`src/hdl/tkf_pkg.sv`:
```
// Shared types, constants and helpers of the tilt Kalman fusion block.
package tkf_pkg;

  localparam int unsigned SampleW = 12;
  localparam int unsigned DevW    = 13;
  localparam int unsigned AngleW  = 29;
  localparam int unsigned GainW   = 17;
  localparam int unsigned NoiseW  = 16;
  localparam int unsigned PerrW   = 24;
  localparam int unsigned CfgIdxW = 3;
  localparam int unsigned CfgDatW = 17;

  localparam int unsigned MulAw   = 48;
  localparam int unsigned MulBw   = 24;
  localparam int unsigned MulPw   = MulAw + MulBw;
  localparam int unsigned SqrtRw  = 50;
  localparam int unsigned SqrtQw  = SqrtRw / 2;
  localparam int unsigned DivW    = 32;

  localparam logic [16:0] OneQ16 = 17'h10000;
  localparam logic [PerrW-1:0] DevMax = '1;
  localparam logic signed [AngleW-1:0] AngleMax = 29'sh0FFF_FFFF;
  localparam logic signed [AngleW-1:0] AngleMin = 29'sh1000_0000;

  localparam logic [SampleW-1:0] AccelOffsetRst = 12'd1860;
  localparam logic [SampleW-1:0] GyroOffsetRst  = 12'd2048;
  localparam logic [GainW-1:0]   GyroGainRst    = 17'h1D8BB;
  localparam logic [NoiseW-1:0]  ProcNoiseRst   = 16'd128;
  localparam logic [NoiseW-1:0]  MeasNoiseRst   = 16'd5120;

  typedef enum logic [CfgIdxW-1:0] {
    CFG_ACCEL_OFFSET  = 3'd0,
    CFG_GYRO_OFFSET   = 3'd1,
    CFG_GYRO_GAIN     = 3'd2,
    CFG_PROCESS_NOISE = 3'd3,
    CFG_MEASURE_NOISE = 3'd4
  } cfg_idx_e;

  typedef enum logic [3:0] {
    ST_IDLE, ST_GYRO, ST_QQ, ST_PP, ST_SQ1, ST_PP2, ST_RR, ST_NORM,
    ST_DIV, ST_SQ2, ST_BLEND, ST_OMK, ST_SQ3, ST_FIN
  } state_e;

  typedef struct packed {
    logic             start;
    logic [MulAw-1:0] a;
    logic [MulBw-1:0] b;
  } mul_req_t;

  typedef struct packed {
    logic              start;
    logic [SqrtRw-1:0] rad;
  } sqrt_req_t;

  typedef struct packed {
    logic            start;
    logic [DivW-1:0] num;
    logic [DivW-1:0] den;
  } div_req_t;

  function automatic logic signed [AngleW-1:0] sat_angle(input logic signed [31:0] x);
    logic signed [AngleW-1:0] r;
    if (x > 32'sh0FFF_FFFF) begin
      r = AngleMax;
    end else if (x < -32'sh1000_0000) begin
      r = AngleMin;
    end else begin
      r = x[AngleW-1:0];
    end
    return r;
  endfunction

  function automatic logic [PerrW-1:0] sat_dev(input logic [SqrtQw-1:0] x);
    return x[PerrW] ? DevMax : x[PerrW-1:0];
  endfunction

endpackage

```
`src/hdl/tkf_if.sv`:
```
// Handshake interfaces for the sample, result and register write channels.
interface tkf_in_if;
  import tkf_pkg::*;
  logic               valid;
  logic               ready;
  logic [SampleW-1:0] accel_sample;
  logic [SampleW-1:0] gyro_sample;
  modport source (output valid, accel_sample, gyro_sample, input ready);
  modport sink (input valid, accel_sample, gyro_sample, output ready);
endinterface

interface tkf_out_if;
  import tkf_pkg::*;
  logic                     valid;
  logic                     ready;
  logic signed [AngleW-1:0] angle_estimate;
  logic signed [DevW-1:0]   gyro_deviation;
  logic signed [DevW-1:0]   accel_deviation;
  modport source (output valid, angle_estimate, gyro_deviation, accel_deviation,
                  input ready);
  modport sink (input valid, angle_estimate, gyro_deviation, accel_deviation,
                output ready);
endinterface

interface tkf_cfg_if;
  import tkf_pkg::*;
  logic               valid;
  logic               ready;
  logic [CfgIdxW-1:0] index;
  logic [CfgDatW-1:0] data;
  modport source (output valid, index, data, input ready);
  modport sink (input valid, index, data, output ready);
endinterface

```
`src/hdl/tkf_mul.sv`:
```
// Shift-add multiplier that consumes one multiplier bit per cycle.
module tkf_mul import tkf_pkg::*; (
  input  logic             clk_i,
  input  logic             rst_ni,
  input  mul_req_t         req_i,
  output logic             done_o,
  output logic [MulPw-1:0] prod_o
);

  logic [MulPw-1:0] acc_q, acc_d;
  logic [MulAw-1:0] a_q;
  logic [4:0]       cnt_q;
  logic             busy_q, done_q;
  logic [MulAw:0]   sum;

  always_comb begin
    sum   = {1'b0, acc_q[MulPw-1:MulBw]} + (acc_q[0] ? {1'b0, a_q} : '0);
    acc_d = {sum, acc_q[MulBw-1:1]};
  end

  always_ff @(posedge clk_i or negedge rst_ni) begin
    if (!rst_ni) begin
      busy_q <= 1'b0;
      done_q <= 1'b0;
      cnt_q  <= '0;
    end else begin
      done_q <= busy_q && (cnt_q == 5'd1);
      if (req_i.start) begin
        busy_q <= 1'b1;
        cnt_q  <= 5'(MulBw);
      end else if (busy_q) begin
        cnt_q <= cnt_q - 5'd1;
        if (cnt_q == 5'd1) begin
          busy_q <= 1'b0;
        end
      end
    end
  end

  always_ff @(posedge clk_i) begin
    if (req_i.start) begin
      acc_q <= {{MulAw{1'b0}}, req_i.b};
      a_q   <= req_i.a;
    end else if (busy_q) begin
      acc_q <= acc_d;
    end
  end

  assign done_o = done_q;
  assign prod_o = acc_q;

endmodule

```
`src/hdl/tkf_sqrt.sv`:
```
// Floor square root, two radicand bits and one root bit per cycle.
module tkf_sqrt import tkf_pkg::*; (
  input  logic              clk_i,
  input  logic              rst_ni,
  input  sqrt_req_t         req_i,
  output logic              done_o,
  output logic [SqrtQw-1:0] root_o
);

  logic [SqrtRw-1:0] rad_q;
  logic [SqrtQw:0]   rem_q, rem_d;
  logic [SqrtQw-1:0] root_q, root_d;
  logic [4:0]        cnt_q;
  logic              busy_q, done_q;
  logic [SqrtQw+2:0] r2, trial;

  always_comb begin
    r2    = {rem_q, rad_q[SqrtRw-1 -: 2]};
    trial = {1'b0, root_q, 2'b01};
    if (r2 >= trial) begin
      rem_d  = (SqrtQw+1)'(r2 - trial);
      root_d = {root_q[SqrtQw-2:0], 1'b1};
    end else begin
      rem_d  = r2[SqrtQw:0];
      root_d = {root_q[SqrtQw-2:0], 1'b0};
    end
  end

  always_ff @(posedge clk_i or negedge rst_ni) begin
    if (!rst_ni) begin
      busy_q <= 1'b0;
      done_q <= 1'b0;
      cnt_q  <= '0;
    end else begin
      done_q <= busy_q && (cnt_q == 5'd1);
      if (req_i.start) begin
        busy_q <= 1'b1;
        cnt_q  <= 5'(SqrtQw);
      end else if (busy_q) begin
        cnt_q <= cnt_q - 5'd1;
        if (cnt_q == 5'd1) begin
          busy_q <= 1'b0;
        end
      end
    end
  end

  always_ff @(posedge clk_i) begin
    if (req_i.start) begin
      rad_q  <= req_i.rad;
      rem_q  <= '0;
      root_q <= '0;
    end else if (busy_q) begin
      rad_q  <= {rad_q[SqrtRw-3:0], 2'b00};
      rem_q  <= rem_d;
      root_q <= root_d;
    end
  end

  assign done_o = done_q;
  assign root_o = root_q;

endmodule

```
`src/hdl/tkf_div.sv`:
```
// Restoring divider for num * 2^32 / den with num <= den, one quotient bit per cycle.
module tkf_div import tkf_pkg::*; (
  input  logic          clk_i,
  input  logic          rst_ni,
  input  div_req_t      req_i,
  output logic          done_o,
  output logic [DivW:0] quot_o
);

  logic [DivW:0]   rem_q, diff;
  logic [DivW-1:0] den_q;
  logic [DivW:0]   quot_q;
  logic [5:0]      cnt_q;
  logic            busy_q, done_q, ge;

  always_comb begin
    ge   = rem_q >= {1'b0, den_q};
    diff = ge ? rem_q - {1'b0, den_q} : rem_q;
  end

  always_ff @(posedge clk_i or negedge rst_ni) begin
    if (!rst_ni) begin
      busy_q <= 1'b0;
      done_q <= 1'b0;
      cnt_q  <= '0;
    end else begin
      done_q <= busy_q && (cnt_q == 6'd1);
      if (req_i.start) begin
        busy_q <= 1'b1;
        cnt_q  <= 6'(DivW + 1);
      end else if (busy_q) begin
        cnt_q <= cnt_q - 6'd1;
        if (cnt_q == 6'd1) begin
          busy_q <= 1'b0;
        end
      end
    end
  end

  always_ff @(posedge clk_i) begin
    if (req_i.start) begin
      rem_q  <= {1'b0, req_i.num};
      den_q  <= req_i.den;
      quot_q <= '0;
    end else if (busy_q) begin
      rem_q  <= {diff[DivW-1:0], 1'b0};
      quot_q <= {quot_q[DivW-1:0], ge};
    end
  end

  assign done_o = done_q;
  assign quot_o = quot_q;

endmodule

```
`src/hdl/tilt_kalman_fusion_top.sv`:
```
// Top level of the tilt Kalman fusion block: sequencer, state and shared serial units.
//
//   channel  | direction | payload
//   ---------+-----------+--------------------------------------------------
//   in_i     | sink      | accel_sample, gyro_sample
//   out_o    | source    | angle_estimate, gyro_deviation, accel_deviation
//   cfg_i    | sink      | index, data (register write, always ready)
//
// A result takes seven serial multiplies, three serial roots, a divide and the normalizing
// shifts; when the gain denominator is zero the divide, the shifts and the second root are
// skipped. The shared bit-serial units set the pace; one request is worked on at a time.
// Reset returns the angle and error deviation to zero and the registers to defaults.
// A finished result waits in the output register; the next one waits in ST_FIN until it is out.
module tilt_kalman_fusion_top import tkf_pkg::*; (
  input  logic clk_i,
  input  logic rst_ni,
  tkf_in_if.sink    in_i,
  tkf_out_if.source out_o,
  tkf_cfg_if.sink   cfg_i
);

  logic [SampleW-1:0] accel_off_q, gyro_off_q;
  logic [GainW-1:0]   gain_q;
  logic [NoiseW-1:0]  qn_q, rn_q;

  state_e state_q, state_d;

  logic signed [AngleW-1:0] angle_q, pred_q, upd_q;
  logic [PerrW-1:0]         perr_q;
  logic signed [DevW-1:0]   adev_q, gdev_q;
  logic                     gsign_q;
  logic [48:0]              acc_q;
  logic [47:0]              num_q, pp2_q;
  logic [16:0]              k_q;

  logic                     out_valid_q;
  logic signed [AngleW-1:0] out_angle_q;
  logic signed [DevW-1:0]   out_gdev_q, out_adev_q;

  mul_req_t  mul_req;
  sqrt_req_t sqrt_req;
  div_req_t  div_req;
  logic             mul_done, sqrt_done, div_done;
  logic [MulPw-1:0]  prod;
  logic [SqrtQw-1:0] root;
  logic [DivW:0]     quot;

  logic                   in_fire;
  logic signed [DevW-1:0] adev_in, gdev_in;
  logic [11:0]            gdev_mag;
  logic [16:0]            gain_mag;
  logic [PerrW-1:0]       qw, rw, root_sat;
  logic [48:0]            pq_sum, den_sum;
  logic signed [29:0]     diff;
  logic [29:0]            diff_mag;
  logic [16:0]            k_root, omk;
  logic signed [30:0]     gstep;
  logic signed [47:0]     bprod, bshift;
  logic signed [31:0]     pred_sum, upd_sum;

  tkf_mul  u_mul  (.clk_i, .rst_ni, .req_i(mul_req),  .done_o(mul_done),  .prod_o(prod));
  tkf_sqrt u_sqrt (.clk_i, .rst_ni, .req_i(sqrt_req), .done_o(sqrt_done), .root_o(root));
  tkf_div  u_div  (.clk_i, .rst_ni, .req_i(div_req),  .done_o(div_done),  .quot_o(quot));

  assign in_i.ready  = (state_q == ST_IDLE);
  assign in_fire     = in_i.valid && in_i.ready;
  assign cfg_i.ready = 1'b1;

  always_comb begin
    adev_in  = $signed({1'b0, in_i.accel_sample}) - $signed({1'b0, accel_off_q});
    gdev_in  = $signed({1'b0, in_i.gyro_sample}) - $signed({1'b0, gyro_off_q});
    gdev_mag = gdev_in[DevW-1] ? 12'(-gdev_in) : gdev_in[11:0];
    gain_mag = gain_q[GainW-1] ? (~gain_q + 17'd1) : gain_q;
    qw       = {qn_q, 8'h00};
    rw       = {rn_q, 8'h00};
    root_sat = sat_dev(root);
    pq_sum   = acc_q + {1'b0, prod[47:0]};
    den_sum  = {1'b0, pp2_q} + {1'b0, prod[47:0]};
    diff     = $signed({adev_q[DevW-1], adev_q, 16'h0000}) - $signed({pred_q[AngleW-1], pred_q});
    diff_mag = diff[29] ? 30'(-diff) : diff[29:0];
    k_root   = (root > SqrtQw'(OneQ16)) ? OneQ16 : root[16:0];
    omk      = OneQ16 - k_q;
    gstep    = gsign_q ? -$signed({2'b00, prod[28:0]}) : $signed({2'b00, prod[28:0]});
    pred_sum = $signed({{3{angle_q[AngleW-1]}}, angle_q}) + 32'(gstep);
    bprod    = diff[29] ? -$signed({1'b0, prod[46:0]}) : $signed({1'b0, prod[46:0]});
    bshift   = bprod >>> 16;
    upd_sum  = $signed({{3{pred_q[AngleW-1]}}, pred_q}) + bshift[31:0];
  end

  // Sequencer: each unit's done pulse launches the next step of the update.
  always_comb begin
    state_d  = state_q;
    mul_req  = '0;
    sqrt_req = '0;
    div_req  = '0;
    unique case (state_q)
      ST_IDLE: begin
        if (in_fire) begin
          mul_req = '{start: 1'b1, a: MulAw'(gain_mag), b: MulBw'(gdev_mag)};
          state_d = ST_GYRO;
        end
      end
      ST_GYRO: begin
        if (mul_done) begin
          mul_req = '{start: 1'b1, a: MulAw'(qw), b: qw};
          state_d = ST_QQ;
        end
      end
      ST_QQ: begin
        if (mul_done) begin
          mul_req = '{start: 1'b1, a: MulAw'(perr_q), b: perr_q};
          state_d = ST_PP;
        end
      end
      ST_PP: begin
        if (mul_done) begin
          sqrt_req = '{start: 1'b1, rad: SqrtRw'(pq_sum)};
          state_d  = ST_SQ1;
        end
      end
      ST_SQ1: begin
        if (sqrt_done) begin
          mul_req = '{start: 1'b1, a: MulAw'(root_sat), b: root_sat};
          state_d = ST_PP2;
        end
      end
      ST_PP2: begin
        if (mul_done) begin
          mul_req = '{start: 1'b1, a: MulAw'(rw), b: rw};
          state_d = ST_RR;
        end
      end
      ST_RR: begin
        if (mul_done) begin
          if (den_sum == '0) begin
            // Zero denominator: gain is zero and the prediction stands.
            mul_req = '{start: 1'b1, a: MulAw'(diff_mag), b: '0};
            state_d = ST_BLEND;
          end else begin
            state_d = ST_NORM;
          end
        end
      end
      ST_NORM: begin
        if (acc_q[48:32] == '0) begin
          div_req = '{start: 1'b1, num: num_q[31:0], den: acc_q[31:0]};
          state_d = ST_DIV;
        end
      end
      ST_DIV: begin
        if (div_done) begin
          sqrt_req = '{start: 1'b1, rad: SqrtRw'(quot)};
          state_d  = ST_SQ2;
        end
      end
      ST_SQ2: begin
        if (sqrt_done) begin
          mul_req = '{start: 1'b1, a: MulAw'(diff_mag), b: MulBw'(k_root)};
          state_d = ST_BLEND;
        end
      end
      ST_BLEND: begin
        if (mul_done) begin
          mul_req = '{start: 1'b1, a: pp2_q, b: MulBw'(omk)};
          state_d = ST_OMK;
        end
      end
      ST_OMK: begin
        if (mul_done) begin
          sqrt_req = '{start: 1'b1, rad: SqrtRw'(prod[63:16])};
          state_d  = ST_SQ3;
        end
      end
      ST_SQ3: begin
        if (sqrt_done) begin
          state_d = ST_FIN;
        end
      end
      ST_FIN: begin
        if (!out_valid_q || out_o.ready) begin
          state_d = ST_IDLE;
        end
      end
      default: state_d = ST_IDLE;
    endcase
  end

  always_ff @(posedge clk_i or negedge rst_ni) begin
    if (!rst_ni) begin
      state_q <= ST_IDLE;
    end else begin
      state_q <= state_d;
    end
  end

  always_ff @(posedge clk_i or negedge rst_ni) begin
    if (!rst_ni) begin
      accel_off_q <= AccelOffsetRst;
      gyro_off_q  <= GyroOffsetRst;
      gain_q      <= GyroGainRst;
      qn_q        <= ProcNoiseRst;
      rn_q        <= MeasNoiseRst;
    end else if (cfg_i.valid && cfg_i.ready) begin
      unique case (cfg_i.index)
        CFG_ACCEL_OFFSET:  accel_off_q <= cfg_i.data[SampleW-1:0];
        CFG_GYRO_OFFSET:   gyro_off_q  <= cfg_i.data[SampleW-1:0];
        CFG_GYRO_GAIN:     gain_q      <= cfg_i.data[GainW-1:0];
        CFG_PROCESS_NOISE: qn_q        <= cfg_i.data[NoiseW-1:0];
        CFG_MEASURE_NOISE: rn_q        <= cfg_i.data[NoiseW-1:0];
        default: ;
      endcase
    end
  end

  always_ff @(posedge clk_i or negedge rst_ni) begin
    if (!rst_ni) begin
      angle_q     <= '0;
      perr_q      <= '0;
      out_valid_q <= 1'b0;
    end else begin
      if (state_q == ST_SQ3 && sqrt_done) begin
        perr_q <= root_sat;
      end
      if (state_q == ST_FIN && state_d == ST_IDLE) begin
        angle_q     <= upd_q;
        out_valid_q <= 1'b1;
      end else if (out_o.ready) begin
        out_valid_q <= 1'b0;
      end
    end
  end

  always_ff @(posedge clk_i) begin
    if (in_fire) begin
      adev_q  <= adev_in;
      gdev_q  <= gdev_in;
      gsign_q <= gdev_in[DevW-1] ^ gain_q[GainW-1];
    end
    if (state_q == ST_GYRO && mul_done) begin
      pred_q <= sat_angle(pred_sum);
    end
    if (state_q == ST_QQ && mul_done) begin
      acc_q <= {1'b0, prod[47:0]};
    end
    if (state_q == ST_PP2 && mul_done) begin
      pp2_q <= prod[47:0];
    end
    if (state_q == ST_RR && mul_done) begin
      acc_q <= den_sum;
      num_q <= pp2_q;
      k_q   <= '0;
    end
    if (state_q == ST_NORM && acc_q[48:32] != '0) begin
      acc_q <= {1'b0, acc_q[48:1]};
      num_q <= {1'b0, num_q[47:1]};
    end
    if (state_q == ST_SQ2 && sqrt_done) begin
      k_q <= k_root;
    end
    if (state_q == ST_BLEND && mul_done) begin
      upd_q <= sat_angle(upd_sum);
    end
    if (state_q == ST_FIN && state_d == ST_IDLE) begin
      out_angle_q <= upd_q;
      out_gdev_q  <= gdev_q;
      out_adev_q  <= adev_q;
    end
  end

  assign out_o.valid           = out_valid_q;
  assign out_o.angle_estimate  = out_angle_q;
  assign out_o.gyro_deviation  = out_gdev_q;
  assign out_o.accel_deviation = out_adev_q;

`ifndef SYNTHESIS
  a_accept_starts: assert property (@(posedge clk_i) disable iff (!rst_ni)
    in_fire |=> state_q == ST_GYRO)
    else $error("accepted request did not start the gyro multiply");

  a_gain_bound: assert property (@(posedge clk_i) disable iff (!rst_ni)
    state_q == ST_OMK |-> k_q <= OneQ16)
    else $error("Kalman gain above one");

  a_result_held: assert property (@(posedge clk_i) disable iff (!rst_ni)
    (state_q == ST_FIN && out_valid_q && !out_o.ready) |=> state_q == ST_FIN)
    else $error("pending result overwritten");

  a_norm_bounded: assert property (@(posedge clk_i) disable iff (!rst_ni)
    state_q == ST_DIV |-> acc_q[48:32] == '0)
    else $error("divisor not normalized below 2^32");
`endif

endmodule
```
`src/flat_wrapper.sv`:
```
// flat-port wrapper written by rule: the top's interface ports become plain ports
module tilt_kalman_fusion_top_flat import tkf_pkg::*;
  (clk_i, rst_ni, in_i_valid, in_i_accel_sample, in_i_gyro_sample, in_i_ready, out_o_valid, out_o_angle_estimate, out_o_gyro_deviation, out_o_accel_deviation, out_o_ready, cfg_i_valid, cfg_i_index, cfg_i_data, cfg_i_ready);
  tkf_in_if in_i_i ();
  tkf_out_if out_o_i ();
  tkf_cfg_if cfg_i_i ();
  input  logic clk_i;
  input  logic rst_ni;
  input wire logic [$bits(in_i_i.valid)-1:0] in_i_valid;
  input wire logic [$bits(in_i_i.accel_sample)-1:0] in_i_accel_sample;
  input wire logic [$bits(in_i_i.gyro_sample)-1:0] in_i_gyro_sample;
  output wire logic [$bits(in_i_i.ready)-1:0] in_i_ready;
  output wire logic [$bits(out_o_i.valid)-1:0] out_o_valid;
  output wire logic [$bits(out_o_i.angle_estimate)-1:0] out_o_angle_estimate;
  output wire logic [$bits(out_o_i.gyro_deviation)-1:0] out_o_gyro_deviation;
  output wire logic [$bits(out_o_i.accel_deviation)-1:0] out_o_accel_deviation;
  input wire logic [$bits(out_o_i.ready)-1:0] out_o_ready;
  input wire logic [$bits(cfg_i_i.valid)-1:0] cfg_i_valid;
  input wire logic [$bits(cfg_i_i.index)-1:0] cfg_i_index;
  input wire logic [$bits(cfg_i_i.data)-1:0] cfg_i_data;
  output wire logic [$bits(cfg_i_i.ready)-1:0] cfg_i_ready;
  assign in_i_i.valid = in_i_valid;
  assign in_i_i.accel_sample = in_i_accel_sample;
  assign in_i_i.gyro_sample = in_i_gyro_sample;
  assign in_i_ready = in_i_i.ready;
  assign out_o_valid = out_o_i.valid;
  assign out_o_angle_estimate = out_o_i.angle_estimate;
  assign out_o_gyro_deviation = out_o_i.gyro_deviation;
  assign out_o_accel_deviation = out_o_i.accel_deviation;
  assign out_o_i.ready = out_o_ready;
  assign cfg_i_i.valid = cfg_i_valid;
  assign cfg_i_i.index = cfg_i_index;
  assign cfg_i_i.data = cfg_i_data;
  assign cfg_i_ready = cfg_i_i.ready;
  tilt_kalman_fusion_top u_core (.clk_i(clk_i), .rst_ni(rst_ni), .in_i(in_i_i), .out_o(out_o_i), .cfg_i(cfg_i_i));
endmodule
```
`config.mk`:
```
export PLATFORM = sky130hd
export DESIGN_NAME = tilt_kalman_fusion_top_flat
export DESIGN_NICKNAME = d
export VERILOG_FILES = /design/src/hdl/tkf_pkg.sv /design/src/hdl/tkf_if.sv /design/src/hdl/tkf_mul.sv /design/src/hdl/tkf_sqrt.sv /design/src/hdl/tkf_div.sv /design/src/hdl/tilt_kalman_fusion_top.sv /design/src/flat_wrapper.sv
export SDC_FILE = /design/constraint.sdc
export NUM_CORES = 2
export LEC_CHECK = 0
export BUFFER_PORTS_ARGS = -buffer_cell sky130_fd_sc_hd__buf_2
export CORE_ASPECT_RATIO = 1.25
export CORE_MARGIN = 4
export CORE_UTILIZATION = 55
export DETAILED_ROUTE_END_ITERATION = 10
export HOLD_SLACK_MARGIN = 0.05
export PLACE_DENSITY_LB_ADDON = 0.05
export REMOVE_ABC_BUFFERS = 1
export SLEW_MARGIN = 40
export SYNTH_ARGS = -nofsm -noshare
export SYNTH_HDL_FRONTEND = slang
export SYNTH_SLANG_ARGS = --single-unit
```
`constraint.sdc`:
```
create_clock -name clk_i -period 8.1 [get_ports clk_i]
set_clock_uncertainty 0.15 [all_clocks]
set_input_delay 0.405 -clock clk_i [delete_from_list [all_inputs] [get_ports clk_i]]
set_output_delay 0.405 -clock clk_i [all_outputs]
set_load 0.05 [all_outputs]
```
==> flow_summary.ini <==
[floorplan]
core_area_um2 = 89000
start_util = 0.558
io_pins = 107
dieArea_um2 = 95100
core.rowCount = 122
fp.dieH_um = 344
die_w_um = 277

[synth]
synth_area_leaders = edfxtp_1 (29%), ha_1 (8.1%), dfrtp_1 (6.7%), dfxtp_1 (5.4%), xnor2_1 (5.2%)
netlist.area_leader.share = 0.294
netlist_area_um2 = 49600
synth_seq_cells = 774
synth_edf_count = 486
ys.flop_type = edfxtp_1
syn_avg_cell_area_um2 = 9.51
async_flop_share = 0.198
yosysWarnings = 0
synth_most_common_cell = nand2_1
yosys-top-cells-count = nand2_1 (497), edfxtp_1 (486), nor2_1 (445)
synth_top_cell_by_area = edfxtp_1
yosysSeqAreaShare = 0.426
post_synth_num_cell_types = 97
syn_inst = 5217

[drt]
drtIter0Drc = 3504
route.detailed.drc = 0
first_pass_iters = 8
wl_per_cell_um = 24.0
ant_nets = 0
wirelength_mm = 157
vias_per_cell = 6.23
vias = 40763

[cells_and_area]
final_area_um2 = 54800
diodes = 0
layout.nets = 5667
syn_to_final_growth_pct = 10.5
drive_gt1_frac = 0.0992
nFillCells = 7661

[global_routing]
grt_first_pass_wirelength_mm = 237
grt_overflow = 0
antenna_found_initial = 5
grt_pass1_vias = 39292
grt_usage = 0.322
grt_max_degree = 95

[critical_path]
critPathLaunch = u_core.u_mul.prod_o[9]
cpPeakStageDelay_ps = 600
critPathSlowestCell = or4_1
critical_path_depth = 21
path_cells = or4_1 -> or4_1 -> or3_1 -> or3_1 -> or3_1 -> or2_1 -> nor4_1 -> nor2_1 -> xor2_1 -> ha_1 -> a2111o_1 -> a21oi_1 -> o31ai_1 -> o21ai_0 -> o21ai_1 -> a211oi_1 -> o21ai_0 -> xnor2_1 -> nor4_4 -> nor2_4 -> a21oi_1
crit_top_cell = or3_1
end_kind = register
r2r_slack_ps = 590
critPathLaunchType = register
path_delay_family = simple AND/OR/NAND/NOR gates
crit_arrival_ps = 7840
crit_required_ps = 8430
reg2reg_to = u_core.upd_q[10]
path_buf_inv = 0
critPathKind = register to register
r2r_start = u_core.u_mul.prod_o[9]
cp_max_fo = 19
rr_worst_depth = 21
crit_end = u_core.upd_q[10]

[placed_design]
numPortBuffers = 105
dp_slack_ps = 257
place_congestion = 0.960
postPlaceCellArea_um2 = 51700
post-dp-hpwl_mm = 119

[run_status]
status = finished, final reports clean

[hold_path]
hp-start = in_i_accel_sample[10]
min_path_type = input pin to register

[timing]
finalMaxSlewViolations = 0
holdWs_ps = 98.1
fmax_mhz = 133
fin_ws_ps = 589
setup_violations = 0
rsz0062_at_grt = no
maxSlewHeadroom = 0.425
fin_crit_ps = 7510
tns_ps = 0
post-route-period-util = 0.927
hold_viol = 0
worstMarginPinSlew_ps = 856

[cts]
cts_buffers = 84
clock_sinks = 774
cts_tree = built
ctsRootBufferMaster = clkbuf_16
clk-insertion-delay-late_ps = 660
clockBufferDepth = 3
clk_pin_slew_ps = 70
htree_levels = 3

[flow_run]
maxCapViolations = 0

[pwr]
powerDensity_nw_per_um2 = 366
finalPower_mw = 20.1
leakage_nw = 22.4
peakVddDrop_uv = 323
[worst reg2reg max path, delay by kind of cell, from the launching register on]
family	cells	cell delay, ps
simple gates	10	3770
compound gates	8	2280
xor+xnor	2	440
flops	1	400
fa+ha+maj	1	320
[logic make-up (layout without fill, tap and decap cells)]
| logic type | count (synthesis) | count (layout) | share of synthesized area |
|---|---|---|---|
| AOI/OAI and AO/OA | 1483 | 1483 | 0.190 |
| xor gates and xnor gates | 394 | 394 | 0.0695 |
| adders and majority gates | 328 | 328 | 0.0839 |
| other | 1 | 1 | 0.0000756 |
| buffers and inverters | 454 | 599 | 0.0349 |
| and+or+nand+nor | 1587 | 1587 | 0.153 |
| muxes | 196 | 196 | 0.0429 |
| DFF | 774 | 774 | 0.426 |
[power by group]
| part | switching, mW | internal [mW] |
|---|---|---|
| clock | 1.69 | 2.31 |
| combinational | 6.38 | 4.08 |
| sequential | 0.499 | 5.12 |
| total | 8.56 | 11.5 |
[worst min-delay path by stage]
stage | endpoint | slack (ps) | cells after the start
global placement | u_core.out_o.gyro_deviation[11] | 250 | 0
floorplan | u_core.accel_off_q[0] | -40 | 0
detailed placement | u_core.out_o.gyro_deviation[7] | 260 | 0
finish | u_core.adev_q[10] | 100 | 3
CTS | u_core.adev_q[10] | 70 | 3
global route | u_core.adev_q[10] | 120 | 3
[per-stage QoR]
| stage | instances | util |
|---|---|---|
| 2_1_floorplan | 4979 | - |
| 3_3_place_gp | 6351 | 0.579 |
| 3_5_place_dp | 6358 | 0.581 |
| 4_1_cts | 6537 | 0.615 |
| 5_1_grt | 6540 | 0.616 |
| 6_report | 6540 | 0.616 |
[layout make-up]
class / count / area [µm²] / share of cell area
timing repair buffer: 225 / 1610 / 0.0294
inverter: 216 / 818 / 0.0149
tap: 1178 / 1470 / 0.0269
sequential: 774 / 21200 / 0.386
clock inverter: 44 / 422 / 0.00769
clock buffer: 114 / 2430 / 0.0442
multi-input combinational: 3989 / 26900 / 0.491
[registers in the layout (all words and copies together) (netlist names), 16 cells and up]
name,count
u_core.pp2_q,48
u_core.qn_q,16
u_core.num_q,48
u_core.u_mul.a_q,48
u_core.u_sqrt.rem_q,26
u_core.gain_q,17
u_core.perr_q,24
u_core.angle_q,29
u_core.u_sqrt.rad_q,50
u_core.out_o.angle_estimate,29
u_core.pred_q,29
u_core.u_div.den_q,32
u_core.u_mul.prod_o,72
u_core.upd_q,29
u_core.rn_q,16
u_core.acc_q,49
u_core.k_q,17
u_core.u_div.rem_q,33
u_core.u_div.quot_o,33
u_core.u_sqrt.root_o,25
[cell usage in the layout (no fill, tap or decap), drive strengths merged, types with 93 or more instances in the layout]
master,count
inv,220
o21ai,372
xnor2,294
dfrtp,133
mux2,93
clkbuf,114
nand2,497
ha,320
edfxtp,486
a21oi,430
dfxtp,135
and2,106
buf,204
mux2i,103
nor2,447
xor2,100
a21o,153
[repair_timing]
action,CTS,global route
endpoints found under the hold margin,163,0
endpoints found under the setup margin,0,22
buffers inserted,0,1
resized for setup,0,2
hold buffers,21,0
[per-layer routing]
| layer | global-route usage | wire, µm |
|---|---|---|
| met1 | 0.398 | 62500 |
| met5 | 0 | 21 |
| met4 | 0.175 | 9770 |
| met2 | 0.549 | 75300 |
| met3 | 0.0451 | 9560 |
No activity file was read; power rests on OpenSTA's default activity.
